===== config.mk =====
export PLATFORM = sky130hd
export DESIGN_NAME = ltte_angle
export DESIGN_NICKNAME = d
export VERILOG_FILES = /design/src/rtl/ltte_pkg.sv /design/src/rtl/ltte_angle.sv
export SDC_FILE = /design/constraint.sdc
export NUM_CORES = 2
export LEC_CHECK = 0
export BUFFER_PORTS_ARGS = -buffer_cell sky130_fd_sc_hd__buf_2
export CORE_MARGIN = 4
export CORE_UTILIZATION = 40
export DETAILED_ROUTE_END_ITERATION = 10
export PLACE_DENSITY = 0.66
export SLEW_MARGIN = 20
export SYNTH_ARGS = -nofsm -noshare
export SYNTH_HDL_FRONTEND = slang
export SYNTH_SLANG_ARGS = --single-unit

===== constraint.sdc =====
create_clock -name i_clk -period 21.7 [get_ports i_clk]
set_input_delay 2.17 -clock i_clk [delete_from_list [all_inputs] [get_ports i_clk]]
set_output_delay 2.17 -clock i_clk [all_outputs]
set_load 0.02 [all_outputs]

===== src/rtl/ltte_pkg.sv =====
`timescale 1ns / 1ps
package ltte_pkg;

    localparam int MAX_BEAMS_DEF   = 4096;
    localparam int TRIG_DEPTH_DEF  = 1024;

    // angles in units of 2^-16 rad
    localparam longint HALF_PI_U   = 102944;
    localparam longint PI_U        = 2 * HALF_PI_U;
    localparam longint TWO_PI_U    = 4 * HALF_PI_U;
    localparam longint HALF_PI_Q30 = 1686629713;

    // reciprocal constants for division by a constant
    localparam int     RECIP_SHIFT = 48;
    localparam longint RECIP_TWO_PI  = (64'sd1 <<< RECIP_SHIFT) / TWO_PI_U;
    localparam longint RECIP_HALF_PI = (64'sd1 <<< RECIP_SHIFT) / HALF_PI_U;

    // perimeter divider geometry
    localparam int DIV_NW  = 36;
    localparam int DIV_DW  = 17;
    localparam int DIV_BPS = 4;
    localparam int DIV_ST  = DIV_NW / DIV_BPS;

    // configuration register indexes
    localparam logic [2:0] CFG_CAR_WIDTH  = 3'd0;
    localparam logic [2:0] CFG_REAR_OVH   = 3'd1;
    localparam logic [2:0] CFG_WHEELBASE  = 3'd2;
    localparam logic [2:0] CFG_TTC_THRESH = 3'd3;
    localparam logic [2:0] CFG_START_ANG  = 3'd4;
    localparam logic [2:0] CFG_ANG_STEP   = 3'd5;
    localparam logic [2:0] CFG_BEAM_COUNT = 3'd6;

    typedef struct packed {
        logic               brake;
        logic [11:0]        idx;
        logic               bad;
    } t_res;

endpackage


===== src/rtl/ltte_angle.sv =====
`timescale 1ns / 1ps
module ltte_angle #(
    parameter int DEPTH = ltte_pkg::TRIG_DEPTH_DEF,
    parameter int KW    = $clog2(DEPTH + 1)
) (
    input  logic               i_clk,
    input  logic               i_en,
    input  logic [11:0]        i_idx,
    input  logic signed [18:0] i_start,
    input  logic [15:0]        i_step,
    output logic [KW-1:0]      o_k,
    output logic               o_front
);
    import ltte_pkg::*;

    localparam int PW = 17 + KW;

    logic [29:0]   r_a1, r_a2;
    logic [11:0]   r_q2;
    logic [19:0]   r_r3;
    logic [PW-1:0] r_p4, r_p5;
    logic          r_f4, r_f5, r_f6;
    logic [KW:0]   r_q5;
    logic [KW-1:0] r_k6;

    logic signed [30:0] w_a;
    logic [59:0]        w_m1;
    logic [19:0]        w_r, w_u, w_v;
    logic               w_front;
    logic [PW+31:0]     w_m2;
    logic [PW-1:0]      w_rem;
    logic [KW:0]        w_k;

    always_comb begin
        // offset by a full turn so the sum is never negative
        w_a  = 31'(i_start) + 31'(TWO_PI_U) + $signed({3'b0, 28'(i_idx * i_step)});
        w_m1 = 60'(r_a1) * 60'(RECIP_TWO_PI);
        w_r  = (r_r3 >= 20'(TWO_PI_U)) ? r_r3 - 20'(TWO_PI_U) : r_r3;
        w_u  = (w_r >= 20'(PI_U)) ? 20'(TWO_PI_U) - w_r : w_r;
        w_front = w_u <= 20'(HALF_PI_U);
        w_v  = w_front ? w_u : 20'(PI_U) - w_u;
        w_m2 = (PW+32)'(r_p4) * (PW+32)'(RECIP_HALF_PI);
        w_rem = r_p5 - PW'(r_q5 * HALF_PI_U);
        w_k  = (w_rem >= PW'(HALF_PI_U)) ? r_q5 + 1'b1 : r_q5;
        if (int'(w_k) > DEPTH) w_k = (KW+1)'(DEPTH);
    end

    always_ff @(posedge i_clk) begin
        if (i_en) begin
            r_a1 <= w_a[29:0];
            r_a2 <= r_a1;
            r_q2 <= w_m1[RECIP_SHIFT +: 12];
            r_r3 <= 20'(r_a2 - 30'(r_q2 * TWO_PI_U));
            r_p4 <= PW'(w_v[16:0] * DEPTH);
            r_f4 <= w_front;
            r_p5 <= r_p4;
            r_q5 <= w_m2[RECIP_SHIFT +: KW+1];
            r_f5 <= r_f4;
            r_k6 <= w_k[KW-1:0];
            r_f6 <= r_f5;
        end
    end

    assign o_k     = r_k6;
    assign o_front = r_f6;
endmodule


After elaboration in Yosys (flattened, before gate mapping)
Index checks and enable logic that the tools add are counted.
{"block": "totals", "latchBits": 0, "ram_bits": 0, "output_inout_bits": 12, "mem_bits_ro": 0, "reg_bits": 142, "mem_count": 0}
{"block": "classes", "n_reduce_logical": 0, "mux": 4, "n_lt_le_gt_ge": 5, "div_mod_pow": 0, "n_bitwise": 0, "n_addsub": 8, "n_mul": 5, "shifts": 0, "eq_ne": 0}
{"operator": "30-bit by 30-bit multiplier with 60-bit output, second input constant", "n": 1}
{"operator": "17-bit by 30-bit multiplier with 47-bit output, second input constant", "n": 1}
{"operator": "20-bit 2-to-1 mux", "n": 2}
{"operator": "21-bit by 29-bit adder with 30-bit output", "n": 1}
{"operator": "28-bit by 17-bit >= comparator with 1-bit output, second input constant", "n": 1}
{"operator": "12-bit by 16-bit multiplier with 28-bit output", "n": 1}
{"operator": "27-bit by 28-bit subtractor with 28-bit output", "n": 1}
{"operator": "12-bit by 12-bit multiplier with 23-bit output, second input constant", "n": 1}
{"operator": "19-bit by 20-bit adder with 21-bit output, second input constant", "n": 1}
{"operator": "20-bit by 18-bit >= comparator with 1-bit output, second input constant", "n": 1}
{"operator": "20-bit by 19-bit >= comparator with 1-bit output, second input constant", "n": 1}
{"operator": "20-bit by 17-bit less-or-equal comparator with 1-bit output, second input constant", "n": 1}
{"operator": "19-bit by 20-bit subtractor with 20-bit output, first input constant", "n": 1}
{"operator": "20-bit by 19-bit subtractor with 20-bit output, second input constant", "n": 1}
{"operator": "20-bit subtractor", "n": 1}
{"operator": "17-bit 2-to-1 mux", "n": 1}
{"operator": "17-bit subtractor, first input constant", "n": 1}
{"operator": "12-bit by 12-bit multiplier with 13-bit output, second input constant", "n": 1}
{"operator": "12-bit by 1-bit adder with 12-bit output, second input constant", "n": 1}
{"operator": "12-bit by 11-bit > comparator with 1-bit output, second input constant", "n": 1}
{"operator": "12-bit 2-to-1 mux", "n": 1}

Longest topological paths before layout
{"block": "depth", "ltp_word": 6, "depth_mapped": 35}

Worst setup path after synthesis
Ideal clock, no wire load.
{"block": "synth_path", "path_kind": "input to register", "start": "input port i_idx[3]", "end": "register r_a1[27] (data pin)", "arrival_ps": 8551, "path_slack_ps": 12891, "setup_ps": 258, "stages": 28, "required_time_ps": 21442, "n_path_buf": 1, "path_cell_list": "clkbuf_1 > nand2_1 > fa_1 > fa_1 > inv_1 > fa_1 > inv_1 > fa_1 > inv_1 > fa_1 > ha_1 > and3_1 > a21oi_1 > o21ai_0 > o211ai_1 > o211a_1 > a211oi_1 > a21oi_1 > xnor2_1 > ha_1 > ha_1 > or3_1 > a211o_1 > a31oi_1 > nor2b_1 > o21a_1 > nand2b_1 > xor2_1"}
{"block": "synth_via", "elab_chain_len": 2}
{"element": "from (decl)", "line": "ltte_angle.sv:8", "source": "input logic [11:0] i_idx,"}
{"element": "12-bit by 16-bit multiplier with 28-bit output", "line": "ltte_angle.sv:36", "source": "w_a = 31'(i_start) + 31'(TWO_PI_U) + $signed({3'b0, 28'(i_idx * i_step)});"}
{"element": "21-bit by 29-bit adder with 30-bit output", "line": "ltte_angle.sv:36"}
{"element": "named net w_a[27]", "line": "ltte_angle.sv:26", "source": "logic signed [30:0] w_a;"}
{"element": "to (signal assigned)", "line": "ltte_angle.sv:50", "source": "r_a1 <= w_a[29:0];"}
{"element": "to (decl)", "line": "ltte_angle.sv:18", "source": "logic [29:0] r_a1, r_a2;"}
The timed path passes the listed nets, and every way through them passes these cells.
A chain may end at the register's enable or synchronous reset.

Final worst setup path
{"block": "layout_path", "start": "input port i_idx[6]", "end": "register r_a1[29] (data pin)"}
The elaborated chain is that of the path after synthesis.

==> flow_summary.toml <==
[clocking]
hold_buffers = 0
cts_root_buffer = "clkbuf_16"
cts_tree = "done"
clockBufferDepth = 2
path_clk_slew_ns = 0.06
cts.sinks = 141
cts_resized = 0
cts_made_buffers = 17
post_cts_buffers = 0
clk-insertion-delay-late_ns = 0.48
htreeDepth = 4

[logic_synthesis]
syn_inst = 3796
synth_edf_count = 141
synth-warning-count = 0
syn_nets = 5273
synthFlopType = "edfxtp_1"
ys_async_sr_fraction_pct = 0
yosys-top-cells-area = "fa_1, ha_1, edfxtp_1"
syn_area_per_cell_sq_um = 10.1
netlist_area_sq_um = 38400
synth_cell_type_count = 99
yosysSeqAreaShare_pct = 11.0
synth_area_leader_cell = "fa_1"
ys_seq_elements = 141
yosys.area.top_type_share_pct = 34.1

[place]
portBuffers = 60
routabilityCongestion = 0.876
dp_hpwl_um = 72200

[grt]
grt_start_max_net_pins = 82
grt_pass1_vias = 27200
antenna_found_initial = 0
grt-ovfl-total = 0
grt.total_usage_pct = 17.5
grt_first_pass_wirelength_um = 143000

[critical_path]
r2r_setup_slack_ns = 13.19
cp_max_fo = 16
end_kind = "register"
startpoint_type = "primary input"
cpMostUsedCell = "fa_1"
cp.arrival_ns = 9.25
critPathKind = "in -> reg"
cpPeakStageDelay_ns = 0.53
critPathSlowestCell = "fa_1"
crit_buf_inv = 5
crit_family = "adder cells"
critPathRequiredTime_ns = 21.93

[routing]
drc = 0
drt_iter0_drc = 1291
via_count = 25500
wl_um = 84300
viasPerCell = 5.00
drt-wirelength-per-cell_um = 16.5
final_antenna_net_count = 0
drt_first_pass_iters = 5

[timing]
slew_headroom_pct = 36.3
skew_ns = 0.0139
setup_tns_ns = 0
fmaxAchievable_mhz = 111
setup_viol = 0
fin_crit_sh_pct = 41.6
fin_crit_ns = 9.02
finalMaxSlewViolations = 0
worst_pin_slew_ns = 0.956
hold_viol = 0
rsz0062_at_grt = "no"

[layout]
antenna_cells = 0
nNetsFinal = 5303
synthToLayoutAreaGrowth_pct = 5.81
fillers = 9082
drive_above_1_share_pct = 3.75

[die]
io_pins = 61
die_area_sq_um = 101000
core_area_sq_um = 95200
die_y_um = 318
dieWidth_um = 318
start_util_pct = 40.4
fp-row-count = 113

[status]
status = "finished, final reports clean"

[run]
cap_violations = 0

[min_path]
hold_class = "reg -> reg"
final cells by class:
| type | count | area [sq um] | share of cell area (%) |
|---|---|---|---|
| tap | 1265 | 1580 | 3.89 |
| timing repair buffer | 66 | 352 | 0.864 |
| clock inverter | 13 | 164 | 0.403 |
| clock buffer | 18 | 429 | 1.06 |
| inverter | 941 | 3530 | 8.68 |
| multi-input combinational | 2659 | 30400 | 74.7 |
| sequential | 141 | 4230 | 10.4 |
worst paths after layout:
check                 from  endpoint  depth (start not counted)
hold reg to reg       r_f4      r_f5                          0
setup reg to reg   r_q5[0]    o_k[2]                         30
hold / removal        r_f4      r_f5                          0
setup / recovery  i_idx[6]  r_a1[29]                         28
Yosys cell counts, types with 11 or more instances:
master and count:
xnor2_1 119, nand2_1 186, or3_1 16, and2_1 80, nand4_1 18, o21a_1 16, a31oi_1 11, nor2_1 115
nand2b_1 22, edfxtp_1 141, a21o_1 64, inv_1 941, and3_1 17, o211ai_1 12, o21bai_1 18, a211oi_1 15
fa_1 655, nor2b_1 23, nand3_1 41, a21oi_1 126, xor2_1 48, clkbuf_1 42, o21ai_0 67, ha_1 773
nor3_1 49
routing by layer:
| metal | global-route usage (%) | up-vias | routed length, um |
|---|---|---|---|
| met5 | 0 | - | 0 |
| met4 | 3.81 | 0 | 1680 |
| met3 | 2.79 | 105 | 3480 |
| met2 | 30.1 | 451 | 41900 |
| met1 | 23.3 | 12700 | 37300 |
| li1 | - | 12300 | - |
stage by stage:
step	worst slack (ns)	area, sq um	std cells	hold WS, ns	utilization (%)
finish	12.68	40700	5103	0.408	42.7
global route	12.24	40700	5103	0.428	42.7
CTS	12.73	40700	5103	0.410	42.7
detailed placement	12.25	40100	5072	0.405	42.1
global placement	12.35	40100	5072	0.404	42.1
floorplan	12.89	38400	3796	0.400	-
cell usage in the layout (no fill, tap or decap), types with 6 or more instances in the layout:
cell type and count:
buf_2 59, o21bai_1 18, or3_1 16, nand2b_1 22, nand3_1 41, o21ai_0 67
nand2_1 186, a21boi_0 8, buf_4 6, o211ai_1 12, inv_1 941, xnor2_1 119
a21o_1 64, nor2_1 115, o21a_1 16, a31oi_1 11, o31ai_1 7, and2_1 80
ha_1 773, nor4_1 9, o2111ai_1 7, nor3_1 49, xor2_1 48, edfxtp_1 141
fa_1 655, and3_1 17, clkbuf_16 17, a211oi_1 15, o22ai_1 6, or2_2 10
nor2b_1 23, a21oi_1 126, nand4_1 18, mux2i_1 6
flip-flops by register name, indices dropped and copies added (netlist names), 11 cells and up:
| name | flops |
|---|---|
| r_p5 | 17 |
| r_q2 | 12 |
| r_p4 | 17 |
| r_a2 | 20 |
| o_k | 11 |
| r_r3 | 20 |
| r_a1 | 30 |
| r_q5 | 11 |
cells by family (layout without fill, tap and decap cells):
group | Yosys count | in the layout | synth area share, %
XOR/XNOR | 167 | 167 | 3.80
adder cells (fa/ha/maj) | 1428 | 1428 | 59.3
multiplexers | 7 | 7 | 0.186
flip-flops | 141 | 141 | 11.0
AND/OR/NAND/NOR | 622 | 622 | 8.16
buffers and inverters | 996 | 1038 | 9.96
AO/OA/AOI/OAI | 435 | 435 | 7.61
worst register-to-register path: cells and delay by family, from the launching register on:
family / cells / cell delay, ns
AOI/OAI and AO/OA: 12 / 2.81
adders and majority gates: 7 / 2.43
and+or+nand+nor: 4 / 1.44
DFF: 1 / 0.66
buffers and inverters: 4 / 0.40
xor gates and xnor gates: 2 / 0.35
muxes: 1 / 0.16
Power is left out: the tool's default activity adds up to more than one toggle a clock period on the data nets, which glitch-free logic cannot reach.
