===== src/rtl/ltte_pkg.sv =====
`timescale 1ns / 1ps
package ltte_pkg;

    localparam int MAX_BEAMS_DEF   = 4096;
    localparam int TRIG_DEPTH_DEF  = 1024;

    // angles in units of 2^-16 rad
    localparam longint HALF_PI_U   = 102944;
    localparam longint PI_U        = 2 * HALF_PI_U;
    localparam longint TWO_PI_U    = 4 * HALF_PI_U;
    localparam longint HALF_PI_Q30 = 1686629713;

    // reciprocal constants for division by a constant
    localparam int     RECIP_SHIFT = 48;
    localparam longint RECIP_TWO_PI  = (64'sd1 <<< RECIP_SHIFT) / TWO_PI_U;
    localparam longint RECIP_HALF_PI = (64'sd1 <<< RECIP_SHIFT) / HALF_PI_U;

    // perimeter divider geometry
    localparam int DIV_NW  = 36;
    localparam int DIV_DW  = 17;
    localparam int DIV_BPS = 4;
    localparam int DIV_ST  = DIV_NW / DIV_BPS;

    // configuration register indexes
    localparam logic [2:0] CFG_CAR_WIDTH  = 3'd0;
    localparam logic [2:0] CFG_REAR_OVH   = 3'd1;
    localparam logic [2:0] CFG_WHEELBASE  = 3'd2;
    localparam logic [2:0] CFG_TTC_THRESH = 3'd3;
    localparam logic [2:0] CFG_START_ANG  = 3'd4;
    localparam logic [2:0] CFG_ANG_STEP   = 3'd5;
    localparam logic [2:0] CFG_BEAM_COUNT = 3'd6;

    typedef struct packed {
        logic               brake;
        logic [11:0]        idx;
        logic               bad;
    } t_res;

endpackage


===== src/rtl/ltte_div.sv =====
`timescale 1ns / 1ps
module ltte_div (
    input  logic                          i_clk,
    input  logic                          i_en,
    input  logic [ltte_pkg::DIV_NW-1:0]   i_num,
    input  logic [ltte_pkg::DIV_DW-1:0]   i_den,
    output logic [31:0]                   o_quot
);
    import ltte_pkg::*;

    logic [DIV_DW-1:0] r_rem [0:DIV_ST-1];
    logic [DIV_NW-1:0] r_num [0:DIV_ST-1];
    logic [DIV_NW-1:0] r_quo [0:DIV_ST-1];
    logic [DIV_DW-1:0] r_den [0:DIV_ST-1];
    logic              r_zero [0:DIV_ST-1];

    logic [DIV_DW-1:0] n_rem [0:DIV_ST-1];
    logic [DIV_NW-1:0] n_num [0:DIV_ST-1];
    logic [DIV_NW-1:0] n_quo [0:DIV_ST-1];

    always_comb begin
        logic [DIV_DW-1:0] v_rem;
        logic [DIV_NW-1:0] v_num;
        logic [DIV_NW-1:0] v_quo;
        logic [DIV_DW-1:0] v_den;
        logic [DIV_DW:0]   v_t;
        for (int s = 0; s < DIV_ST; s++) begin
            if (s == 0) begin
                v_rem = '0;
                v_num = i_num;
                v_quo = '0;
                v_den = i_den;
            end else begin
                v_rem = r_rem[s-1];
                v_num = r_num[s-1];
                v_quo = r_quo[s-1];
                v_den = r_den[s-1];
            end
            // restoring steps, one quotient bit each
            for (int b = 0; b < DIV_BPS; b++) begin
                v_t   = {v_rem, v_num[DIV_NW-1]};
                v_num = {v_num[DIV_NW-2:0], 1'b0};
                if (v_t >= {1'b0, v_den}) begin
                    v_t   = v_t - {1'b0, v_den};
                    v_quo = {v_quo[DIV_NW-2:0], 1'b1};
                end else begin
                    v_quo = {v_quo[DIV_NW-2:0], 1'b0};
                end
                v_rem = v_t[DIV_DW-1:0];
            end
            n_rem[s] = v_rem;
            n_num[s] = v_num;
            n_quo[s] = v_quo;
        end
    end

    always_ff @(posedge i_clk) begin
        if (i_en) begin
            for (int s = 0; s < DIV_ST; s++) begin
                r_rem[s] <= n_rem[s];
                r_num[s] <= n_num[s];
                r_quo[s] <= n_quo[s];
                r_den[s]  <= (s == 0) ? i_den : r_den[s-1];
                r_zero[s] <= (s == 0) ? (i_den == '0) : r_zero[s-1];
            end
        end
    end

    // zero divisor or overflow saturates to the cap
    assign o_quot = (r_zero[DIV_ST-1] || (|r_quo[DIV_ST-1][DIV_NW-1:32]))
                  ? 32'hFFFF_FFFF : r_quo[DIV_ST-1][31:0];
endmodule


===== config.mk =====
export PLATFORM = sky130hd
export DESIGN_NAME = ltte_div
export DESIGN_NICKNAME = d
export VERILOG_FILES = /design/src/rtl/ltte_pkg.sv /design/src/rtl/ltte_div.sv
export SDC_FILE = /design/constraint.sdc
export NUM_CORES = 2
export LEC_CHECK = 0
export BUFFER_PORTS_ARGS = -buffer_cell sky130_fd_sc_hd__buf_4
export CAP_MARGIN = 20
export CORE_MARGIN = 2
export CORE_UTILIZATION = 46
export CTS_CLUSTER_DIAMETER = 100
export DETAILED_ROUTE_END_ITERATION = 6
export HOLD_SLACK_MARGIN = 0.08
export SETUP_SLACK_MARGIN = 0.2
export SYNTH_ARGS = -nofsm -noshare
export SYNTH_HDL_FRONTEND = slang
export SYNTH_SLANG_ARGS = --single-unit
export TNS_END_PERCENT = 30

===== constraint.sdc =====
create_clock -name i_clk -period 11.1 [get_ports i_clk]
set_clock_uncertainty 0.05 [all_clocks]
set_input_delay 2.22 -clock i_clk [delete_from_list [all_inputs] [get_ports i_clk]]
set_output_delay 2.22 -clock i_clk [all_outputs]
set_load 0.01 [all_outputs]

### Yosys cells after proc, flatten, opt, wreduce, memory -nomap -nowiden

Memory sizes are Yosys's and may differ from the RTL's.
Index checks and enable logic that the tools add are counted.

* add/subtract/negate cells: 36
* magnitude comparators: 36
* muxes and demuxes: 75
* reductions and logical operators: 3

Operator list (count)
* greater-or-equal comparator 18 x 17 -> 1 bit: 35
* two-way mux 17 bit: 36
* subtractor 17 bit: 35
* two-way mux 1 bit: 38
* two-way mux 32 bit: 1
* greater-or-equal comparator 1 x 17 -> 1 bit: 1
* logical NOT 17 bit: 1
* subtractor 1 x 17 -> 17 bit: 1
* OR reduction 4 bit: 1
* logical OR 1 bit: 1

* flip-flop bits (word level): 0
* memory bits (writable): 927
* input bits: 55
* logic and storage cells: 155
* memories: 5

Memories
* r_quo: words 9, width 36, read ports 9, clocked after Yosys merged registers in 0, write ports 9, line ltte_div.sv:13 `logic [DIV_NW-1:0] r_quo [0:DIV_ST-1];`
* r_num: words 9, width 32, read ports 8, clocked after Yosys merged registers in 0, write ports 9, line ltte_div.sv:12 `logic [DIV_NW-1:0] r_num [0:DIV_ST-1];`
* r_den: words 9, width 17, read ports 8, clocked after Yosys merged registers in 0, write ports 9, line ltte_div.sv:14 `logic [DIV_DW-1:0] r_den [0:DIV_ST-1];`
* r_rem: words 9, width 17, read ports 8, clocked after Yosys merged registers in 0, write ports 9, line ltte_div.sv:11 `logic [DIV_DW-1:0] r_rem [0:DIV_ST-1];`
* r_zero: words 9, width 1, read ports 9, clocked after Yosys merged registers in 0, write ports 9, line ltte_div.sv:15 `logic r_zero [0:DIV_ST-1];`

### Longest topological paths before layout

An unclocked memory read counts as a cell.

* word-level depth: 9
* depth in mapped cells: 55

### Worst setup path before layout

No wires, ideal clock.

* path kind: input to register
* from: in i_den[7] in the netlist's numbering
* to: mem r_rem[0][10] (data pin)
* setup time: 261 ps
* data arrival time: 11071 ps
* required time: 10789 ps
* setup slack: -282 ps
* stages on the path: 43
* path through: nor4_1 > nand3_1 > nand4b_1 > a21oi_1 > clkbuf_1 > nor2b_1 > ha_1 > a21o_1 > a21o_1 > a221oi_2 > o221a_2 > a31oi_1 > or3_1 > clkbuf_1 > clkbuf_1 > nand2_1 > inv_1 > ha_1 > (+7 left out) > and3b_1 > buf_2 > buf_1 > mux2_2 > ha_1 > nor2b_1 > o21ai_0 > nand2b_1 > a21o_1 > a21o_1 > a31oi_1 > a211oi_1 > o211ai_1 > nand2_1 > a211o_1 > clkbuf_1 > buf_2 > a221o_1

RTL lines
* start: declaration: line ltte_div.sv:6 `input logic [ltte_pkg::DIV_DW-1:0] i_den,`
* end: declaration: line ltte_div.sv:11

==> metrics list <==
* Result of the run: complete, no violations
- Setup slack on the worst reg-to-reg path comes out at 0.62 ns.
- Endpoint of the worst-slack reg-to-reg timing path: r_quo[0][288]
- For this run, the number of Yosys warnings is 0.
- Fill cells: 10200
* Critical-path maximum fanout: 22
* Count of unresolved DRC violations after routing: 0
- The mapped netlist covers 52100 um^2.
* Root buffer selected by CTS: sky130_fd_sc_hd__clkbuf_16
- The average instance in the mapped netlist occupies 9.70 um^2.
- Max-cap violations in this run came to 0.
* Critical path buffers and inverters: 4
* Slew @ Worst Pin: 1.05 ns
- In this design, the stage delay of the slowest critical-path cell is 0.48 ns.
- Gr usage total: 23.2%
- Flip-flop and latch count after synthesis: 605
- Synthesis instantiated 97 different standard cells from the library.
- Top flip-flop cell by instance count after synthesis: sky130_fd_sc_hd__edfxtp_1
* Layout cell share with drive strength beyond 1: 15.4%
* Total via count in the routed design: 41700
- Cell count after synthesis: 5370
- In this design, the critical path's most frequently occurring cell is sky130_fd_sc_hd__a21o_1.
- Detailed placement HPWL: 109 mm
* Die Y-Extent: 341 um
- Global routing finished with a remaining overflow of 0.
- Number of placed instances with taps included: 7119
* I/O Buffers: 86
* Die W: 341 um
* Endpoint type of the worst setup path: flop
- Standard cell area after detailed placement: 56300 um^2
* Commonest non-fill, non-tap cell in the layout: sky130_fd_sc_hd__edfxtp_1
* Starting DRT DRC Count: 3111
- Once detail routing completed, the nets flagged for antenna violations numbered 0.
- The worst pin sits at a relative slew slack of 30.3%.
- The most critical setup path has its startpoint at r_den[0][119].
- Post-layout util: 53.1%
- The H-tree generated during clock tree synthesis spans 3 levels.
- During I/O placement, the number of pins put on the boundary was 87.
* Maximum achievable frequency: 95.4 MHz
* Number of buffers created by CTS: 73
- Leaving out fill and tap cells, the most frequent cells in the layout are sky130_fd_sc_hd__edfxtp_1, sky130_fd_sc_hd__ha_1, sky130_fd_sc_hd__inv_1.
- The die covers 116000 um^2.
- Dividing the detail-routed wire length by the instance count gives 19.0 um.
* Category of the critical setup timing path: flop to flop
* Post-route clock period utilization: 94.5%
* Number of cell instances on the worst register-to-register path: 43
- Cell with the largest stage delay on the worst path: sky130_fd_sc_hd__edfxtp_1
- The routed design has 139 mm of wire.
- CTS sink cnt: 605
- Reg2Reg Launch Point: r_den[0][119]
* First-pass GRT wire length: 215 mm
* Unrepaired setup endpoints after global routing: yes
- After synthesis, flip-flops and latches occupy 34.9% of the total area.
- Clock-pin slew was measured on the worst setup and hold paths at 0.06 ns.
- The number of antenna violations at the first check in global routing was 2.
- Startpoint type of the worst setup path: flop
* Summed area of non-filler cells in the final layout: 59600 um^2
- When the netlist entered floorplanning its net count stood at 6056.
- Syn-to-layout area delta: 14.5%
* Fraction of registers with async set or reset after synthesis: 0%
- Hold-fix buffers at CTS: 0
- Setup violations remaining at the end of the flow were counted as 0.
- Arrival @ worst endpoint: 10.80 ns
- The floorplan step defined a core boundary enclosing 112000 um^2.
- Clock period minus final worst setup slack: 10.48 ns
- Maximum clock path buffer count: 3
- For this run, the number of standard cells in the final layout without fillers is 7294.
- In this run the core area contains 123 standard-cell rows.
- Once the floorplan was initialized, standard cells occupied 46.4% of the core.
- Endpoint of the worst hold path: r_zero[0][4]
- The hold violation total from the final report was 0.
- The final max-slew violation count is 0.
* First drt pass iteration count: 6
- Vias in the first global route: 39200
- Counting flops with a built-in enable in the synthesized netlist gives 605.
- In this run the number of cells on the critical path is 43.
- The path class of the tightest hold or removal check is flop to flop.
* Instance count along the most critical hold path: 0
- For the worst-skew pair, the clock arrives at the later sink with an insertion delay of 0.65 ns.
* Cell family contributing the most delay on the critical path: compound AO/OA/AOI/OAI gates
- Data required time of the critical path: 11.41 ns
- Worst hold path startpoint: r_zero[0][3]
- In the routed layout, each cell is associated on average with a via count of 5.72.
- The congestion estimate from routability-driven global placement came to 0.931.
- TritonCTS built the clock tree.
- The final layout contains 6424 nets.
- Entering global routing, the biggest net connects 174 pins.
## stage by stage
step	hold slack [ns]	setup TNS [ns]	worst slack, ns
after floorplan	0.350	0	0.208
after global placement	0.350	-0.146	-0.146
after detailed placement	0.355	-0.401	-0.104
after CTS	0.360	0	0.114
after global routing	0.366	0	0.156
final	0.356	0	0.615
## cells in the mapped netlist, types with 19 or more instances
library cell	n	area [um^2]
sky130_fd_sc_hd__a31oi_1	58	363
sky130_fd_sc_hd__edfxtp_1	605	18200
sky130_fd_sc_hd__nor2_1	379	1420
sky130_fd_sc_hd__o21bai_1	48	360
sky130_fd_sc_hd__nand2_1	341	1280
sky130_fd_sc_hd__o41ai_1	19	166
sky130_fd_sc_hd__nor3_1	99	495
sky130_fd_sc_hd__nand4_1	87	544
sky130_fd_sc_hd__xor2_1	146	1280
sky130_fd_sc_hd__nor2b_1	100	626
sky130_fd_sc_hd__a21oi_1	383	1920
sky130_fd_sc_hd__mux2i_1	61	611
sky130_fd_sc_hd__o21ai_0	333	1670
sky130_fd_sc_hd__or3_1	79	494
sky130_fd_sc_hd__nor4_1	21	131
sky130_fd_sc_hd__a21boi_0	29	218
sky130_fd_sc_hd__mux2_2	246	2770
sky130_fd_sc_hd__a21o_1	190	1430
sky130_fd_sc_hd__ha_1	597	7470
sky130_fd_sc_hd__fa_1	34	681
sky130_fd_sc_hd__inv_1	404	1520
sky130_fd_sc_hd__a221o_1	32	320
sky130_fd_sc_hd__nand2b_1	77	482
sky130_fd_sc_hd__o31ai_1	32	240
sky130_fd_sc_hd__nand3_1	83	415
sky130_fd_sc_hd__and2_1	22	138
sky130_fd_sc_hd__and3_1	40	250
sky130_fd_sc_hd__xnor2_1	278	2430
sky130_fd_sc_hd__or2_2	19	119
sky130_fd_sc_hd__o21a_1	93	698
sky130_fd_sc_hd__clkbuf_1	72	270
sky130_fd_sc_hd__o211ai_1	31	233
sky130_fd_sc_hd__a211oi_1	46	345
## layer usage
metal,global-route usage (%),part of all wire (%),vias to the layer above
li1,-,-,20800
met1,33.4,48,19900
met2,37.0,45,887
met3,2.98,5.0,179
met4,5.45,2.4,0
met5,0,0,-
## worst register-to-register path, delay by kind of cell, from the launching register on
| kind | cells | cell delay [ns] |
|---|---|---|
| flip-flops | 1 | 0.48 |
| AND/OR/NAND/NOR | 5 | 1.32 |
| AO/OA/AOI/OAI | 26 | 5.36 |
| multiplexers | 3 | 0.95 |
| adder cells (fa/ha/maj) | 5 | 1.40 |
| buffers and inverters | 4 | 0.68 |
## final cells by class
type / count / area [um^2] / area share (%)
well taps: 1500 / 1880 / 3.15
clock inverters: 47 / 573 / 0.961
repair buffers: 384 / 3020 / 5.07
diodes: 2 / 5.00 / 0.00839
clock buffers: 82 / 1900 / 3.19
multi-input cells: 4262 / 32500 / 54.6
inverters: 412 / 1550 / 2.60
flip-flops and latches: 605 / 18200 / 30.5
## kinds of logic (layout without fill, tap and decap cells)
logic type | Yosys count | in the layout | synth area share [%]
compound gates | 1481 | 1482 | 18.5
simple gates | 1401 | 1401 | 13.2
fa+ha+maj | 631 | 631 | 15.6
flops | 605 | 605 | 34.9
buf+inv | 504 | 925 | 3.72
xor+xnor | 424 | 424 | 7.13
mux | 324 | 324 | 6.92
other cells | 0 | 2 | 0
## how the worst max path moves through the flow
stage | to | slack [ns]
CTS | r_quo[0][288] | 0.11
global route | r_rem[0][109] | 0.16
global placement | r_quo[0][288] | -0.15
detailed placement | r_quo[0][288] | -0.10
floorplan | r_rem[0][10] | 0.21
finish | r_quo[0][288] | 0.62
## repair_timing
item	in CTS	in global routing
cloned	0	2
buffers inserted	3	39
pin swaps	0	29
endpoints found under the setup margin	29	144
gates resized for setup	5	118
## sequential cells by signal (all words and copies together), names as in the netlist
name	count
r_quo	180
r_num	144
r_zero	9
r_den	136
r_rem	136
Power is left out: the tool's default activity adds up to more than one toggle a clock period on the data nets, which glitch-free logic cannot reach.
